### src/hw/rtl/assert_macros.svh
// Assertion helpers shared by the RTL files.
`ifndef ASSERT_MACROS_SVH
`define ASSERT_MACROS_SVH

`ifndef ASSERT_OFF

`define ASSERT_PROP(lbl, clk, rst, prop) \
   lbl: assert property (@(posedge clk) disable iff (rst) (prop)) \
      else $error("assertion failed");

`define ASSERT_NEVER(lbl, clk, rst, cond) \
   `ASSERT_PROP(lbl, clk, rst, !(cond))

`else

`define ASSERT_PROP(lbl, clk, rst, prop)

`define ASSERT_NEVER(lbl, clk, rst, cond)

`endif

`endif

### src/hw/rtl/hdc_pkg.sv
package hdc_pkg;

   localparam int unsigned CSR_AW = 3;

   localparam logic REG_MOUSE    = 1'b0;
   localparam logic REG_KEYBOARD = 1'b1;

   localparam logic [31:0] MOUSE_CODE_RESET    = 32'h0001_0002;
   localparam logic [31:0] KEYBOARD_CODE_RESET = 32'h0001_0006;

   localparam logic [1:0] TYPE_MAIN   = 2'd0;
   localparam logic [1:0] TYPE_GLOBAL = 2'd1;
   localparam logic [1:0] TYPE_LOCAL  = 2'd2;

   localparam logic [3:0] TAG_LONG       = 4'hF;
   localparam logic [3:0] TAG_USAGE_PAGE = 4'h0;
   localparam logic [3:0] TAG_USAGE      = 4'h0;
   localparam logic [3:0] TAG_INPUT      = 4'h8;
   localparam logic [3:0] TAG_OUTPUT     = 4'h9;
   localparam logic [3:0] TAG_BEGIN_COLL = 4'hA;

   localparam logic [1:0] SIZE_NONE = 2'd0;
   localparam logic [1:0] SIZE_FOUR = 2'd3;

   localparam logic [1:0] KIND_NONE     = 2'd0;
   localparam logic [1:0] KIND_MOUSE    = 2'd1;
   localparam logic [1:0] KIND_KEYBOARD = 2'd2;

   localparam logic [1:0] STATUS_OK      = 2'd0;
   localparam logic [1:0] STATUS_UNKNOWN = 2'd1;
   localparam logic [1:0] STATUS_SHORT   = 2'd2;

   localparam logic [1:0] TALLY_FULL = 2'd2;

   typedef struct packed {
      logic [31:0] mouse_usage_code;
      logic [31:0] keyboard_usage_code;
   } cfg_type;

   typedef struct packed {
      logic [7:0] desc_byte;
      logic       is_last;
   } step_type;

   typedef struct packed {
      logic [1:0] device_kind;
      logic [1:0] status;
   } result_type;

endpackage

### src/hw/rtl/hdc_chan_if.sv
interface hdc_req_if;
   logic       valid;
   logic       ready;
   logic [7:0] desc_byte;
   logic       is_last;

   modport source (output valid, output desc_byte, output is_last, input ready);
   modport sink   (input valid, input desc_byte, input is_last, output ready);
endinterface

interface hdc_rsp_if;
   logic       valid;
   logic       ready;
   logic [1:0] device_kind;
   logic [1:0] status;

   modport source (output valid, output device_kind, output status, input ready);
   modport sink   (input valid, input device_kind, input status, output ready);
endinterface

### src/hw/rtl/hdc_csr.sv
module hdc_csr (
   input  logic                       clock,
   input  logic                       reset,
   input  logic                       psel,
   input  logic                       penable,
   input  logic                       pwrite,
   input  logic [hdc_pkg::CSR_AW-1:0] paddr,
   input  logic [31:0]                pwdata,
   output logic [31:0]                prdata,
   output logic                       pready,
   output hdc_pkg::cfg_type           cfg
);

   hdc_pkg::cfg_type cfg_ff;
   hdc_pkg::cfg_type cfg_in;
   logic             wr_en;

   assign pready = 1'b1;
   assign wr_en  = psel & penable & pwrite;
   assign cfg    = cfg_ff;

   always_comb begin
      cfg_in = cfg_ff;
      if (wr_en) begin
         unique case (paddr[2])
            hdc_pkg::REG_MOUSE:    cfg_in.mouse_usage_code    = pwdata;
            hdc_pkg::REG_KEYBOARD: cfg_in.keyboard_usage_code = pwdata;
            default:               cfg_in = cfg_ff;
         endcase
      end
   end

   always_comb begin
      unique case (paddr[2])
         hdc_pkg::REG_MOUSE:    prdata = cfg_ff.mouse_usage_code;
         hdc_pkg::REG_KEYBOARD: prdata = cfg_ff.keyboard_usage_code;
         default:               prdata = '0;
      endcase
   end

   always_ff @(posedge clock) begin
      if (reset) begin
         cfg_ff.mouse_usage_code    <= hdc_pkg::MOUSE_CODE_RESET;
         cfg_ff.keyboard_usage_code <= hdc_pkg::KEYBOARD_CODE_RESET;
      end else begin
         cfg_ff <= cfg_in;
      end
   end

endmodule

### src/hw/rtl/hdc_parser.sv
`include "assert_macros.svh"

module hdc_parser (
   input  logic                 clock,
   input  logic                 reset,
   input  logic                 step_vld,
   input  hdc_pkg::step_type    step,
   input  hdc_pkg::cfg_type     cfg,
   output hdc_pkg::result_type  result
);

   typedef enum logic [4:0] {
      PH_HEADER     = 5'b00001,
      PH_SHORT_DATA = 5'b00010,
      PH_LONG_SIZE  = 5'b00100,
      PH_LONG_TAG   = 5'b01000,
      PH_LONG_DATA  = 5'b10000
   } phase_type;

   phase_type   phase_ff, phase_in;
   logic [7:0]  rem_ff, rem_in;
   logic [1:0]  type_ff, type_in;
   logic [3:0]  tag_ff, tag_in;
   logic [31:0] acc_ff, acc_in;
   logic [1:0]  lane_ff, lane_in;
   logic [15:0] page_ff, page_in;
   logic [31:0] usage_ff, usage_in;
   logic        det_ff, det_in;
   logic [1:0]  kind_ff, kind_in;
   logic        saw_in_ff, saw_in_in;
   logic        saw_out_ff, saw_out_in;
   logic [1:0]  tally_ff, tally_in;

   logic        fin;
   logic [1:0]  fin_type;
   logic [3:0]  fin_tag;
   logic [31:0] fin_data;
   logic [7:0]  rem_dec;
   logic [7:0]  b;

   assign b       = step.desc_byte;
   assign rem_dec = (rem_ff != 8'd0) ? rem_ff - 8'd1 : rem_ff;

   always_comb begin
      phase_in   = phase_ff;
      rem_in     = rem_ff;
      type_in    = type_ff;
      tag_in     = tag_ff;
      acc_in     = acc_ff;
      lane_in    = lane_ff;
      page_in    = page_ff;
      usage_in   = usage_ff;
      det_in     = det_ff;
      kind_in    = kind_ff;
      saw_in_in  = saw_in_ff;
      saw_out_in = saw_out_ff;
      tally_in   = (tally_ff == hdc_pkg::TALLY_FULL) ? tally_ff : tally_ff + 2'd1;
      fin        = 1'b0;
      fin_type   = type_ff;
      fin_tag    = tag_ff;
      fin_data   = '0;
      result     = '0;

      unique case (phase_ff)
         PH_HEADER: begin
            type_in  = b[3:2];
            tag_in   = b[7:4];
            acc_in   = '0;
            lane_in  = '0;
            fin_type = b[3:2];
            fin_tag  = b[7:4];
            if (b[7:4] == hdc_pkg::TAG_LONG) begin
               phase_in = PH_LONG_SIZE;
            end else if (b[1:0] == hdc_pkg::SIZE_NONE) begin
               fin = 1'b1;
            end else begin
               rem_in   = (b[1:0] == hdc_pkg::SIZE_FOUR) ? 8'd4 : {6'd0, b[1:0]};
               phase_in = PH_SHORT_DATA;
            end
         end
         PH_SHORT_DATA: begin
            acc_in   = acc_ff | ({24'd0, b} << {lane_ff, 3'b000});
            lane_in  = lane_ff + 2'd1;
            rem_in   = rem_dec;
            fin_data = acc_ff | ({24'd0, b} << {lane_ff, 3'b000});
            if (rem_dec == 8'd0) begin
               fin      = 1'b1;
               phase_in = PH_HEADER;
            end
         end
         PH_LONG_SIZE: begin
            rem_in   = b;
            phase_in = PH_LONG_TAG;
         end
         PH_LONG_TAG: begin
            phase_in = (rem_ff != 8'd0) ? PH_LONG_DATA : PH_HEADER;
         end
         PH_LONG_DATA: begin
            rem_in = rem_dec;
            if (rem_dec == 8'd0) begin
               phase_in = PH_HEADER;
            end
         end
         default: phase_in = PH_HEADER;
      endcase

      if (fin) begin
         if (fin_type == hdc_pkg::TYPE_MAIN) begin
            if (fin_tag == hdc_pkg::TAG_INPUT) begin
               saw_in_in = 1'b1;
            end else if (fin_tag == hdc_pkg::TAG_OUTPUT) begin
               saw_out_in = 1'b1;
            end
         end
         if (!det_ff) begin
            if (fin_type == hdc_pkg::TYPE_GLOBAL && fin_tag == hdc_pkg::TAG_USAGE_PAGE) begin
               page_in = fin_data[15:0];
            end else if (fin_type == hdc_pkg::TYPE_LOCAL && fin_tag == hdc_pkg::TAG_USAGE) begin
               usage_in = {page_ff, 16'd0} | fin_data;
            end else if (fin_type == hdc_pkg::TYPE_MAIN &&
                         fin_tag == hdc_pkg::TAG_BEGIN_COLL) begin
               if (usage_ff == cfg.mouse_usage_code) begin
                  det_in  = 1'b1;
                  kind_in = hdc_pkg::KIND_MOUSE;
               end else if (usage_ff == cfg.keyboard_usage_code) begin
                  det_in  = 1'b1;
                  kind_in = hdc_pkg::KIND_KEYBOARD;
               end
            end
         end
      end

      if (tally_in != hdc_pkg::TALLY_FULL) begin
         result.device_kind = hdc_pkg::KIND_NONE;
         result.status      = hdc_pkg::STATUS_SHORT;
      end else if (det_in) begin
         result.device_kind = kind_in;
         result.status      = hdc_pkg::STATUS_OK;
      end else if (saw_in_in && saw_out_in) begin
         result.device_kind = hdc_pkg::KIND_KEYBOARD;
         result.status      = hdc_pkg::STATUS_OK;
      end else if (saw_in_in) begin
         result.device_kind = hdc_pkg::KIND_MOUSE;
         result.status      = hdc_pkg::STATUS_OK;
      end else begin
         result.device_kind = hdc_pkg::KIND_NONE;
         result.status      = hdc_pkg::STATUS_UNKNOWN;
      end

      // clear for the next descriptor
      if (step.is_last) begin
         phase_in   = PH_HEADER;
         rem_in     = '0;
         type_in    = '0;
         tag_in     = '0;
         acc_in     = '0;
         lane_in    = '0;
         page_in    = '0;
         usage_in   = '0;
         det_in     = 1'b0;
         kind_in    = hdc_pkg::KIND_NONE;
         saw_in_in  = 1'b0;
         saw_out_in = 1'b0;
         tally_in   = '0;
      end
   end

   always_ff @(posedge clock) begin
      if (reset) begin
         phase_ff   <= PH_HEADER;
         rem_ff     <= '0;
         type_ff    <= '0;
         tag_ff     <= '0;
         acc_ff     <= '0;
         lane_ff    <= '0;
         page_ff    <= '0;
         usage_ff   <= '0;
         det_ff     <= 1'b0;
         kind_ff    <= hdc_pkg::KIND_NONE;
         saw_in_ff  <= 1'b0;
         saw_out_ff <= 1'b0;
         tally_ff   <= '0;
      end else if (step_vld) begin
         phase_ff   <= phase_in;
         rem_ff     <= rem_in;
         type_ff    <= type_in;
         tag_ff     <= tag_in;
         acc_ff     <= acc_in;
         lane_ff    <= lane_in;
         page_ff    <= page_in;
         usage_ff   <= usage_in;
         det_ff     <= det_in;
         kind_ff    <= kind_in;
         saw_in_ff  <= saw_in_in;
         saw_out_ff <= saw_out_in;
         tally_ff   <= tally_in;
      end
   end

   `ASSERT_PROP(a_clear_after_last, clock, reset, step_vld && step.is_last |=> phase_ff == PH_HEADER && tally_ff == 2'd0 && !det_ff)
   `ASSERT_PROP(a_tally_sticky, clock, reset, tally_ff == hdc_pkg::TALLY_FULL && !(step_vld && step.is_last) |=> tally_ff == hdc_pkg::TALLY_FULL)
   `ASSERT_PROP(a_detect_sticky, clock, reset, det_ff && !(step_vld && step.is_last) |=> det_ff && $stable(kind_ff))

endmodule

### src/hw/rtl/hid_descriptor_device_classifier_unit.sv
// Channel | Dir | Payload                | Handshake
// req     | in  | desc_byte, is_last     | valid/ready
// rsp     | out | device_kind, status    | valid/ready
// csr     | in  | two 32-bit code regs   | APB, pready tied high
//
// One byte per cycle sustained while the input does not stall; each beat passes through the input register.
// A result beat is registered in the response register when its last byte leaves the input register.
// Reset is synchronous and clears the parse state and restores the code registers.
// The input stalls only while a last byte waits in the input register behind
// a result beat that has not been taken.
`include "assert_macros.svh"

module hid_descriptor_device_classifier_unit (
   input  logic                       clock,
   input  logic                       reset,
   hdc_req_if.sink                    req_chan,
   hdc_rsp_if.source                  rsp_chan,
   input  logic                       psel,
   input  logic                       penable,
   input  logic                       pwrite,
   input  logic [hdc_pkg::CSR_AW-1:0] paddr,
   input  logic [31:0]                pwdata,
   output logic [31:0]                prdata,
   output logic                       pready
);

   hdc_pkg::cfg_type    cfg;
   hdc_pkg::step_type   in_beat_ff, in_beat_in;
   logic                in_vld_ff, in_vld_in;
   hdc_pkg::result_type result;
   hdc_pkg::result_type rsp_beat_ff, rsp_beat_in;
   logic                rsp_vld_ff, rsp_vld_in;
   logic                advance;
   logic                take;

   hdc_csr u_csr (
      .clock   (clock),
      .reset   (reset),
      .psel    (psel),
      .penable (penable),
      .pwrite  (pwrite),
      .paddr   (paddr),
      .pwdata  (pwdata),
      .prdata  (prdata),
      .pready  (pready),
      .cfg     (cfg)
   );

   hdc_parser u_parser (
      .clock    (clock),
      .reset    (reset),
      .step_vld (advance),
      .step     (in_beat_ff),
      .cfg      (cfg),
      .result   (result)
   );

   assign advance = in_vld_ff && (!in_beat_ff.is_last || !rsp_vld_ff || rsp_chan.ready);
   assign take    = req_chan.valid && req_chan.ready;

   assign req_chan.ready       = !in_vld_ff || advance;
   assign rsp_chan.valid       = rsp_vld_ff;
   assign rsp_chan.device_kind = rsp_beat_ff.device_kind;
   assign rsp_chan.status      = rsp_beat_ff.status;

   always_comb begin
      in_vld_in  = in_vld_ff;
      in_beat_in = in_beat_ff;
      if (take) begin
         in_vld_in            = 1'b1;
         in_beat_in.desc_byte = req_chan.desc_byte;
         in_beat_in.is_last   = req_chan.is_last;
      end else if (advance) begin
         in_vld_in = 1'b0;
      end
   end

   always_comb begin
      rsp_vld_in  = rsp_vld_ff;
      rsp_beat_in = rsp_beat_ff;
      if (advance && in_beat_ff.is_last) begin
         rsp_vld_in  = 1'b1;
         rsp_beat_in = result;
      end else if (rsp_chan.ready) begin
         rsp_vld_in = 1'b0;
      end
   end

   always_ff @(posedge clock) begin
      if (reset) begin
         in_vld_ff  <= 1'b0;
         rsp_vld_ff <= 1'b0;
      end else begin
         in_vld_ff  <= in_vld_in;
         rsp_vld_ff <= rsp_vld_in;
      end
   end

   always_ff @(posedge clock) begin
      in_beat_ff  <= in_beat_in;
      rsp_beat_ff <= rsp_beat_in;
   end

   `ASSERT_PROP(a_last_loads_rsp, clock, reset, advance && in_beat_ff.is_last |=> rsp_vld_ff)
   `ASSERT_PROP(a_rsp_from_last, clock, reset, $rose(rsp_vld_ff) |-> $past(advance && in_beat_ff.is_last))
   `ASSERT_PROP(a_only_last_stalls, clock, reset, in_vld_ff && !advance |-> in_beat_ff.is_last && rsp_vld_ff)

endmodule
### src/flat_wrapper.sv
// flat-port wrapper written by rule: the top's interface ports become plain ports
module hid_descriptor_device_classifier_unit_flat 
  (clock, reset, psel, penable, pwrite, paddr, pwdata, prdata, pready, req_chan_valid, req_chan_desc_byte, req_chan_is_last, req_chan_ready, rsp_chan_valid, rsp_chan_device_kind, rsp_chan_status, rsp_chan_ready);
  hdc_req_if req_chan_i ();
  hdc_rsp_if rsp_chan_i ();
  input  logic clock;
  input  logic reset;
  input  logic psel;
  input  logic penable;
  input  logic pwrite;
  input  logic [hdc_pkg::CSR_AW-1:0] paddr;
  input  logic [31:0] pwdata;
  output logic [31:0] prdata;
  output logic pready;
  input wire logic [$bits(req_chan_i.valid)-1:0] req_chan_valid;
  input wire logic [$bits(req_chan_i.desc_byte)-1:0] req_chan_desc_byte;
  input wire logic [$bits(req_chan_i.is_last)-1:0] req_chan_is_last;
  output wire logic [$bits(req_chan_i.ready)-1:0] req_chan_ready;
  output wire logic [$bits(rsp_chan_i.valid)-1:0] rsp_chan_valid;
  output wire logic [$bits(rsp_chan_i.device_kind)-1:0] rsp_chan_device_kind;
  output wire logic [$bits(rsp_chan_i.status)-1:0] rsp_chan_status;
  input wire logic [$bits(rsp_chan_i.ready)-1:0] rsp_chan_ready;
  assign req_chan_i.valid = req_chan_valid;
  assign req_chan_i.desc_byte = req_chan_desc_byte;
  assign req_chan_i.is_last = req_chan_is_last;
  assign req_chan_ready = req_chan_i.ready;
  assign rsp_chan_valid = rsp_chan_i.valid;
  assign rsp_chan_device_kind = rsp_chan_i.device_kind;
  assign rsp_chan_status = rsp_chan_i.status;
  assign rsp_chan_i.ready = rsp_chan_ready;
  hid_descriptor_device_classifier_unit u_core (.clock(clock), .reset(reset), .req_chan(req_chan_i), .rsp_chan(rsp_chan_i), .psel(psel), .penable(penable), .pwrite(pwrite), .paddr(paddr), .pwdata(pwdata), .prdata(prdata), .pready(pready));
endmodule
### config.mk
export PLATFORM = sky130hd
export DESIGN_NAME = hid_descriptor_device_classifier_unit_flat
export DESIGN_NICKNAME = d
export VERILOG_FILES = /design/src/hw/rtl/hdc_pkg.sv /design/src/hw/rtl/hdc_chan_if.sv /design/src/hw/rtl/hdc_csr.sv /design/src/hw/rtl/hdc_parser.sv /design/src/hw/rtl/hid_descriptor_device_classifier_unit.sv /design/src/flat_wrapper.sv
export VERILOG_INCLUDE_DIRS = /design/src /design/src/hw/rtl
export SDC_FILE = /design/constraint.sdc
export NUM_CORES = 1
export LEC_CHECK = 0
export ABC_AREA = 1
export BUFFER_PORTS_ARGS = -buffer_cell sky130_fd_sc_hd__buf_2
export CAP_MARGIN = 0
export CORE_MARGIN = 10
export CORE_UTILIZATION = 54
export CTS_CLUSTER_SIZE = 28
export DETAILED_ROUTE_END_ITERATION = 8
export GPL_TIMING_DRIVEN = 1
export PLACE_DENSITY = 0.77
export SYNTH_ARGS = -nofsm -noshare
export SYNTH_HDL_FRONTEND = slang
export SYNTH_SLANG_ARGS = --single-unit
### constraint.sdc
create_clock -name clock -period 2 [get_ports clock]
set_input_delay 0.4 -clock clock [delete_from_list [all_inputs] [get_ports clock]]
set_output_delay 0.4 -clock clock [all_outputs]
set_load 0.005 [all_outputs]
== Yosys cells after proc, flatten, opt, wreduce, memory -nomap -nowiden ==
Index checks and enable logic that the tools add are counted.

* Add/sub/neg operators: 3
* $mul: 0
* Divide/modulo/power cells: 0
* Magnitude comparators: 0
* Equal/unequal tests: 22
* Shifts and indexed selects: 1
* Mux-type cells: 69
* Bitwise gates (word level): 5
* Reductions and logical operators: 34

{| class="wikitable"
|+ Operators with widths
! operator !! number
|-
| 2-to-1 mux 32 bit || 7
|-
| one-hot mux 32 bit (2 select lines) || 2
|-
| == test 32 bit || 2
|-
| 2-to-1 mux 16 bit || 4
|-
| OR 32 bit || 2
|-
| 2-to-1 mux 8 bit || 4
|-
| << shifter 8 x 5 -> 32 bit || 1
|-
| 2-to-1 mux 2 bit || 13
|-
| 2-to-1 mux 5 bit || 5
|-
| 2-to-1 mux 1 bit || 24
|-
| one-hot mux 8 bit (3 select lines) || 1
|-
| one-hot mux 5 bit (4 select lines) || 1
|-
| == test 4 bit (second input constant) || 4
|-
| 2-to-1 mux 4 bit || 4
|-
| nonzero test 2 bit || 5
|-
| logical NOT 8 bit || 1
|-
| AND reduction 4 bit || 2
|-
| nonzero test 8 bit || 1
|-
| subtractor 8 x 1 -> 8 bit (second input constant) || 1
|-
| logical AND 1 bit || 7
|-
| == test 2 bit (second input constant) || 3
|-
| 2-to-1 mux 3 bit || 2
|-
| != test 3 x 2 -> 1 bit (second input constant) || 2
|-
| AND reduction 2 bit || 3
|-
| other kinds (25) || 33
|}

* Bits in registers: 187
* Latch bits: 0
* Memory bits (writable): 0
* Bits in read-only memories: 0
* Input port bits: 51
* Output and inout bits: 39
* Word-level logic and storage cells: 156
* Memories: 0

== Logic depth before layout (Yosys ltp) ==
Gate-level depths: netlist (run 1).

* Depth in word-level cells: 10
* Mapped depth: 18
* Mapped depth without buffers: 18

== Cells and area by module ==
A second synthesis (run 1) with hierarchy kept.

* Cell total of the unflattened synthesis: 1483
* Area total of the unflattened synthesis: 9830.7 sq um

{| class="wikitable"
|+ Modules (own cells, without submodules)
! module !! instances !! cells each !! area each (sq um) !! sequential area each (sq um)
|-
| hdc_parser || 1 || 968 || 6237.2 || 2162.1
|-
| hdc_csr || 1 || 484 || 3084.2 || 1281.2
|-
| hid_descriptor_device_classifier_unit || 1 || 31 || 509.2 || 430.4
|}

== Worst setup path before layout (run 1) ==
Ideal clock, no wire load.

* Path type: reg-to-reg
* Start point: register u_core.u_parser.rem_ff[0]
* End point: register u_core.u_parser.page_ff[7]
* Setup time: 0.113 ns
* Data arrival time: 2.008 ns
* Data required time: 1.887 ns
* Setup slack: -0.121 ns
* Cell stages (with the launch flop): 17
* Path buffers: 1
* Period minus slack after synthesis: 2.121 ns
* Cells stage by stage: dfxtp_1 -> inv_1 -> ha_1 -> nand2_2 -> nor2_4 -> nand2_4 -> nand2_1 -> nand3_1 -> nor2_2 -> nand3_2 -> nand3_1 -> nand3_1 -> inv_2 -> buf_4 -> nand2_1 -> nand2_1 -> nor2_1

* Word-level cells in the longest chain between the ends: 7
* Elaborated cells between the ends (all ways): 8
* Classes of those cells: add/sub: 1; mux: 3; reduce/logical: 4

{| class="wikitable"
|+ RTL lines
! item !! RTL line !! text
|-
| start: declaration || hdc_parser.sv:21 || <nowiki>logic [7:0] rem_ff, rem_in;</nowiki>
|-
| start signal: assignment || hdc_parser.sv:185 || <nowiki>rem_ff <= rem_in;</nowiki>
|-
| subtractor 8 x 1 -> 8 bit or nonzero test 8 bit (tied branches) || hdc_parser.sv:42 || <nowiki>assign rem_dec = (rem_ff != 8'd0) ? rem_ff - 8'd1 : rem_ff;</nowiki>
|-
| 2-to-1 mux 8 bit * || hdc_parser.sv:42 ||
|-
| logical NOT 8 bit * || hdc_parser.sv:86 || <nowiki>if (rem_dec == 8'd0) begin</nowiki>
|-
| 2-to-1 mux 1 bit * || hdc_parser.sv:86 ||
|-
| one-hot mux 1 bit (2 select lines) * || hdc_parser.sv:64 || <nowiki>unique case (phase_ff)</nowiki>
|-
| nonzero test 2 bit (no source line) * || - ||
|-
| AND reduction 4 bit (no source line) * || - ||
|-
| end signal: assignment || hdc_parser.sv:190 || <nowiki>page_ff <= page_in;</nowiki>
|-
| end: declaration || hdc_parser.sv:26 || <nowiki>logic [15:0] page_ff, page_in;</nowiki>
|}

Mark *: on every way between the ends. The rest lies on a longest branch, timed or not.
A chain may end at the register's enable or synchronous reset.

== Final worst setup path (run 1) ==
* Start point: register u_core.u_parser.phase_ff[3]
* End point: register u_core.u_parser.usage_ff[28]

* Word-level cells in the longest chain between the ends: 8
* Elaborated cells between the ends (all ways): 21
* Classes of those cells: eq/ne: 5; mux: 9; bitwise: 1; reduce/logical: 6

{| class="wikitable"
|+ RTL lines
! item !! RTL line !! text
|-
| start: declaration || hdc_parser.sv:20 || <nowiki>phase_type phase_ff, phase_in;</nowiki>
|-
| start signal: assignment || hdc_parser.sv:184 || <nowiki>phase_ff <= phase_in;</nowiki>
|-
| == test 5 x 2 -> 1 bit || hdc_parser.sv:64 ||
|-
| 2-to-1 mux 32 bit || hdc_parser.sv:64 ||
|-
| OR 32 bit || hdc_parser.sv:119 || <nowiki>usage_in = {page_ff, 16'd0} | fin_data;</nowiki>
|-
| 2-to-1 mux 32 bit || hdc_parser.sv:118 || <nowiki>end else if (fin_type == hdc_pkg::TYPE_LOCAL && fin_tag == hdc_pkg::TAG_USAGE) begin</nowiki>
|-
| 2-to-1 mux 32 bit || hdc_parser.sv:116 || <nowiki>if (fin_type == hdc_pkg::TYPE_GLOBAL && fin_tag == hdc_pkg::TAG_USAGE_PAGE) begin</nowiki>
|-
| 2-to-1 mux 32 bit || hdc_parser.sv:115 || <nowiki>if (!det_ff) begin</nowiki>
|-
| 2-to-1 mux 32 bit || hdc_parser.sv:107 || <nowiki>if (fin) begin</nowiki>
|-
| 2-to-1 mux 32 bit || hdc_parser.sv:151 || <nowiki>if (step.is_last) begin</nowiki>
|-
| end signal: assignment || hdc_parser.sv:191 || <nowiki>usage_ff <= usage_in;</nowiki>
|-
| end: declaration || hdc_parser.sv:27 || <nowiki>logic [31:0] usage_ff, usage_in;</nowiki>
|}

Several ways; a longest one is shown, not always the timed one. The select of a mux whose other input is x is not followed.

==> flow_summary.toml, run 1 <==
[outcome]
status = "finished, violations left"
violations = "setup timing"

[detailed_routing]
ant_nets = 0
met3_length_mm = 1.70
vias = 9303
wl_met1_mm = 11.5
viasPerCell = 5.52
wl_per_cell_um = 16.1
drtIter0Drc = 786
top_layer_used = "met4"
drc = 0
route.met2.wl_mm = 13.3
firstDrtPassIters = 6
route.final.wire_length_mm = 27.2

[floorplanning]
start_util = 0.551
ios = 90
dieWidth_um = 150
rows = 47
die_area_sq_um = 22500
core_area_sq_um = 16600
dieHeight_um = 150

[pwr]
comb_power_share = 0.154
p_clk_frac = 0.389
p_seq_frac = 0.457
total_power_uw = 8800
swShare = 0.276
p_per_area_nw_per_um2 = 761
intPower_uw = 6370
p_switching_uw = 2430
peakVddDrop_mv = 0.661
leakage_uw = 0.00524

[setup_path]
arrival_ps = 2580
worst-path-max-fanout = 8
endpoint_kind = "flip-flop"
worstPathRequired_ps = 2360
r2r-start = "u_core.u_parser.phase_ff[3]$_SDFFE_PP0P_"
crit_path_start_kind = "flip-flop"
crit_type = "flip-flop to flip-flop"
cp-startpoint = "u_core.u_parser.phase_ff[3]$_SDFFE_PP0P_"
r2r_slack_ps = -210

[synthesis]
ys_async_sr_fraction = 0
synth_edf_count = 13
synthCells = 1301
yosys_warnings = 0
synthMuxAreaShare = 0
synth_xor_area_frac = 0.0575
yosysSeqAreaShare = 0.424
syn_avg_cell_area_sq_um = 7.03
synth_compound_area_frac = 0.178
synth.distinct_cells = 42
synth_top_cell_by_area = "dfxtp_1"
synthFlopType = "dfxtp_1"
synth_top_area_frac = 0.381
synth_top_family_by_area = "simple AND/OR/NAND/NOR gates"
synth_nets = 1354
syn_area_sq_um = 9150
synthTopCellsByArea = "dfxtp_1, nand2_1, nor2_1, o21ai_0, a21oi_1"
yosys.area_share.simple = 0.267
synthAdderAreaFrac = 0.00274
synth-seq-cells = 187

[cells_and_area]
finalInstanceArea_sq_um = 11600
final_cell_mix = "nand2_1, nor2_1, dfxtp_1, o21ai_0, buf_4"
synthToLayoutAreaGrowth_pct = 26.5
fin_nets = 1506
drive_above_1_share = 0.237
final_common_cell = "nand2_1"
diodes = 0

[sta]
drv_slew = 0
final.setup.worst_slack_ps = -212
max_freq_mhz = 452
period_needed_ps = 2210
setup_viol = 53
fin_skew_ps = 10.2
holdWs_ps = 133
tns_ps = -7870
finalCritPeriodShare = 1.11
grt_setup_unrepaired = "yes"
hold_violations = 0
worst_pin_slew_ps = 713
maxSlewHeadroom = 0.524

[placement]
place.gp.congestion = 0.933
place_hpwl_mm = 17.9
port-buffer-count = 86
place_area_sq_um = 10300

[clock_network]
cts_tree = "done"
root_buffer = "clkbuf_16"
cts_made_buffers = 17
h-tree-depth = 4
cts_hold_buf = 0
clk_path_buf_depth = 2
clock_latency_ps = 440
cts.sinks = 187
clk_pin_slew_ps = 70

[job]
max_cap_viol_count = 0

[grt]
grt_util_all_layers = 0.230
grt_pass1_wl_mm = 42.1
antenna_found_initial = 0
grt_overflow = 0
grt_max_degree = 79
grt_pass1_vias = 8612

[worst_hold_path]
hold_class = "input port to flip-flop"
holdCritStartpoint = "req_chan_desc_byte[4]"
## registers in the layout, indices dropped and copies added (netlist names), 2 cells and up
signal	flops
u_core.u_parser.tag_ff	4
u_core.u_parser.lane_ff	2
u_core.u_csr.cfg	64
u_core.u_parser.page_ff	16
u_core.rsp_chan.device_kind	2
u_core.u_parser.usage_ff	32
u_core.u_parser.phase_ff	5
u_core.in_beat_ff	9
u_core.u_parser.rem_ff	8
u_core.u_parser.acc_ff	32
u_core.rsp_chan.status	2
u_core.u_parser.type_ff	2
u_core.u_parser.tally_ff	2
u_core.u_parser.kind_ff	2
## synth_stat cells, types with 3 or more instances
cell type / number
nor2_2: 8
dfxtp_1: 174
o21ai_1: 16
nor3_1: 12
nand4_1: 7
a211oi_1: 8
xor2_1: 46
a21oi_1: 86
a31oi_1: 17
clkbuf_1: 54
buf_2: 7
a21oi_2: 9
nor2_1: 224
inv_2: 10
inv_1: 80
o21a_1: 9
nand3_1: 54
buf_1: 4
o22ai_1: 6
o21ai_2: 3
clkinv_1: 3
nand2_1: 284
edfxtp_1: 13
nand2_4: 3
o211a_1: 7
xnor2_1: 14
o21ai_0: 121
o31ai_1: 3
## layer usage
metal / vias to the layer above / global-route usage
met5: - / 0
met4: 0 / 0.0753
met3: 54 / 0.0417
met2: 372 / 0.385
met1: 4328 / 0.293
li1: 4549 / -
## worst paths after layout
| kind | to | cells past startpoint |
|---|---|---|
| max reg2reg | u_core.u_parser.usage_ff[28]$_SDFFE_PP0P_ | 13 |
| min reg2reg | u_core.u_parser.page_ff[1]$_SDFFE_PP0P_ | 2 |
| min | u_core.in_beat_ff[5]$_DFFE_PP_ | 1 |
| max | u_core.u_parser.usage_ff[28]$_SDFFE_PP0P_ | 13 |
## kinds of logic (layout without fill, tap and decap cells)
family                     count (synthesis)  in the layout
adders and majority gates                  2              2
xor gates and xnor gates                  60             60
buffers and inverters                    162            325
other                                      1              1
and+or+nand+nor                          600            602
AOI/OAI and AO/OA                        289            289
DFF                                      187            187
## worst max-delay path, cell delays in order (launching register included)
cell and delay, ps:
dfxtp_2 340, nor2_4 190, buf_4 160, nand3_4 100
o21ai_2 160, nand2_1 130, nor3_4 190, nand3_2 140
nor2_4 150, nand2_4 80, nand2_8 150, buf_6 150
nand2_2 50, a21oi_2 150
## power groups by stage
stage	clock [uW]	combinational, uW	sequential [uW]
3_5_place_dp	0	1100	4100
2_1_floorplan	0	692	4070
6_report	3420	1350	4020
5_1_grt	3590	1480	4040
3_3_place_gp	0	1080	4100
4_1_cts	3430	1180	4020
## metrics by stage
stage	std cells	setup WS [ps]	utilization
5_1_grt	1686	-317	0.698
3_5_place_dp	1630	-166	0.624
3_3_place_gp	1630	-116	0.624
2_1_floorplan	1301	-10.2	-
4_1_cts	1671	-104	0.672
6_report	1686	-212	0.698
## final cells by class
class,count,area (sq um)
clock inverters,12,139
inverters,93,354
flip-flops and latches,187,3880
multi-input cells,954,5020
fillers,1343,5020
clock buffers,20,447
repair buffers,200,1460
well taps,220,275
## repair_timing
action                     CTS  global route
setup endpoints to repair   61            89
setup buffers                4            15
pin swaps                   11            19
gates resized for setup     31            82
cloned                       5             1
No activity file was read; power rests on OpenSTA's default activity.
==> run 2, diff against run 1 <==
--- a/config.mk
+++ b/config.mk
@@ -10,11 +10,11 @@
 export BUFFER_PORTS_ARGS = -buffer_cell sky130_fd_sc_hd__buf_2
 export CAP_MARGIN = 0
 export CORE_MARGIN = 10
-export CORE_UTILIZATION = 54
+export CORE_UTILIZATION = 59
 export CTS_CLUSTER_SIZE = 28
 export DETAILED_ROUTE_END_ITERATION = 8
 export GPL_TIMING_DRIVEN = 1
-export PLACE_DENSITY = 0.77
+export PLACE_DENSITY = 0.8
 export SYNTH_ARGS = -nofsm -noshare
 export SYNTH_HDL_FRONTEND = slang
 export SYNTH_SLANG_ARGS = --single-unit
==> constraint.sdc (replaced) <==
create_clock -name clock -period 2.1 [get_ports clock]
set_input_delay 0.42 -clock clock [delete_from_list [all_inputs] [get_ports clock]]
set_output_delay 0.42 -clock clock [all_outputs]
set_load 0.005 [all_outputs]
==> flow_summary.toml, run 2 (synthesized netlist as in run 1, its figures left out) <==
[outcome]
status = "finished, violations left"
violations = "setup timing"

[worst_hold_path]
holdCritStartpoint = "req_chan_is_last"
hold_path_end = "u_core.in_beat_ff[0]$_DFFE_PP_"
holdPathStages = 1
hold_class = "input port to flip-flop"

[pwr]
total_power_uw = 8390
leakage_uw = 0.00516
peakVddDrop_mv = 0.620
p_per_area_nw_per_um2 = 742

[setup_path]
timing.rr.end = "u_core.u_parser.usage_ff[31]$_SDFFE_PP0P_"
crit_type = "flip-flop to flip-flop"
r2r_slack_ps = -90
endpoint_kind = "flip-flop"
arrival_ps = 2510
r2r-start = "u_core.u_parser.phase_ff[0]$_SDFFE_PP1P_"
r2r_cells = 13
crit_path_start_kind = "flip-flop"
worst-path-max-fanout = 7
worstPathRequired_ps = 2420

[floorplanning]
rows = 45
core_area_sq_um = 15200
dieWidth_um = 145
die_area_sq_um = 20900
start_util = 0.602
ios = 90
dieHeight_um = 145

[detailed_routing]
drtIter0Drc = 834
wl_per_cell_um = 16.0
viasPerCell = 5.63
vias = 9202
firstDrtPassIters = 7
route.final.wire_length_mm = 26.1
drc = 0
ant_nets = 0

[sta]
period_needed_ps = 2190
drv_slew = 0
setup_viol = 41
grt_setup_unrepaired = "yes"
finalCritPeriodShare = 1.04
max_freq_mhz = 456
hold_violations = 0
final.setup.worst_slack_ps = -91.3
maxSlewHeadroom = 0.529
fin_skew_ps = 11.8
worst_pin_slew_ps = 706

[placement]
port-buffer-count = 86
dp_cells = 1586
place_hpwl_mm = 17.5
place.gp.congestion = 0.893
dp_slack_ps = -116

[cells_and_area]
diodes = 0
final_common_cell = "nand2_1"
largest_reg_flops = 64
drive_above_1_share = 0.216
synthToLayoutAreaGrowth_pct = 23.5
stdcell_count = 1635
final_cell_mix = "nand2_1, nor2_1, dfxtp_1, o21ai_0, buf_2"
fin_nets = 1487

[clock_network]
cts_made_buffers = 17
cts_tree = "done"
clk_path_buf_depth = 2
clock_latency_ps = 440
h-tree-depth = 4
clk_pin_slew_ps = 80
cts_hold_buf = 0
cts.sinks = 187
root_buffer = "clkbuf_16"

[grt]
grt_util_all_layers = 0.241
grt_overflow = 0
antenna_found_initial = 0
grt_pass1_vias = 8346
grt_max_degree = 56
grt_pass1_wl_mm = 40.6

[job]
max_cap_viol_count = 0
run 2: cell count changes in the layout (fill, tap and decap cells not counted), moves of 3 or more:
| cell | before | now |
|---|---|---|
| buf_4 | 95 | 81 |
| buf_6 | 10 | 3 |
| inv_8 | 1 | 5 |
| nand2_1 | 257 | 262 |
| nand2_4 | 7 | 4 |
| nand3_4 | 8 | 4 |
| nor2_1 | 208 | 215 |
| nor2_2 | 14 | 11 |
| nor2_4 | 11 | 7 |
| o21ai_0 | 112 | 119 |
| o21ai_1 | 20 | 14 |
run 2: layout make-up:
class	instances	area [sq um]
repair inverters	1	7.51
multi-input cells	953	4900
clock buffers	18	439
clock inverters	14	176
repair buffers	181	1310
inverters	93	352
well taps	188	235
flip-flops and latches	187	3880
fillers	1137	3900
run 2: what timing repair did:
item | CTS | global route
pin swaps | 14 | 17
resized for setup | 25 | 56
setup buffers | 9 | 4
setup endpoints to repair | 52 | 78
cloned | 3 | 2
run 2: power breakdown:
group	internal (uW)	switching (uW)	leakage (uW)
Clock	1840	1500	0.000301
Combinational	488	721	0.00331
Sequential	3720	108	0.00154
Total	6060	2330	0.00516
run 2: critical path, cell delays in order (launching register included):
cell     delay, ps
dfxtp_2        330
inv_2           50
nor2_4         160
nand3_4        140
o21ai_2        170
nand2_1        140
nor3_4         240
nand3_1        110
nor2_2         170
nand2_4         90
nand2_8        130
buf_6          140
o21a_1         160
nor2_2          50
run 2: stage by stage:
stage / util / TNS (ps) / hold WS (ps) / cell area (sq um)
2_1_floorplan: - / 0 / 427 / 9150
3_3_place_gp: 0.671 / -1110 / 436 / 10200
3_5_place_dp: 0.671 / -3430 / 443 / 10200
4_1_cts: 0.725 / -1960 / 148 / 11000
5_1_grt: 0.743 / -8640 / 143 / 11300
6_report: 0.743 / -1570 / 151 / 11300
run 2: how the worst max path moves through the flow:
stage | from | end | slack (ps) | depth (start not counted)
2_1_floorplan | u_core.u_parser.rem_ff[0]$_SDFFE_PP0P_ | u_core.u_parser.usage_ff[11]$_SDFFE_PP0P_ | 40 | 16
3_5_place_dp | u_core.u_parser.rem_ff[1]$_SDFFE_PP0P_ | u_core.rsp_chan.device_kind[1]$_SDFFCE_PP0P_ | -120 | 15
6_report | u_core.u_parser.phase_ff[0]$_SDFFE_PP1P_ | u_core.u_parser.usage_ff[31]$_SDFFE_PP0P_ | -90 | 13
5_1_grt | u_core.u_parser.phase_ff[0]$_SDFFE_PP1P_ | u_core.u_parser.usage_ff[31]$_SDFFE_PP0P_ | -200 | 13
3_3_place_gp | u_core.u_parser.rem_ff[1]$_SDFFE_PP0P_ | u_core.rsp_chan.device_kind[0]$_SDFFCE_PP0P_ | -70 | 15
4_1_cts | u_core.u_parser.rem_ff[1]$_SDFFE_PP0P_ | u_core.u_parser.usage_ff[31]$_SDFFE_PP0P_ | -90 | 15
run 2: per-layer routing:
layer	global-route usage	vias to the layer above	wire, um
li1	-	4504	-
met1	0.295	4307	10700
met2	0.413	335	13100
met4	0.0803	0	552
met3	0.0472	56	1720
met5	0	-	0
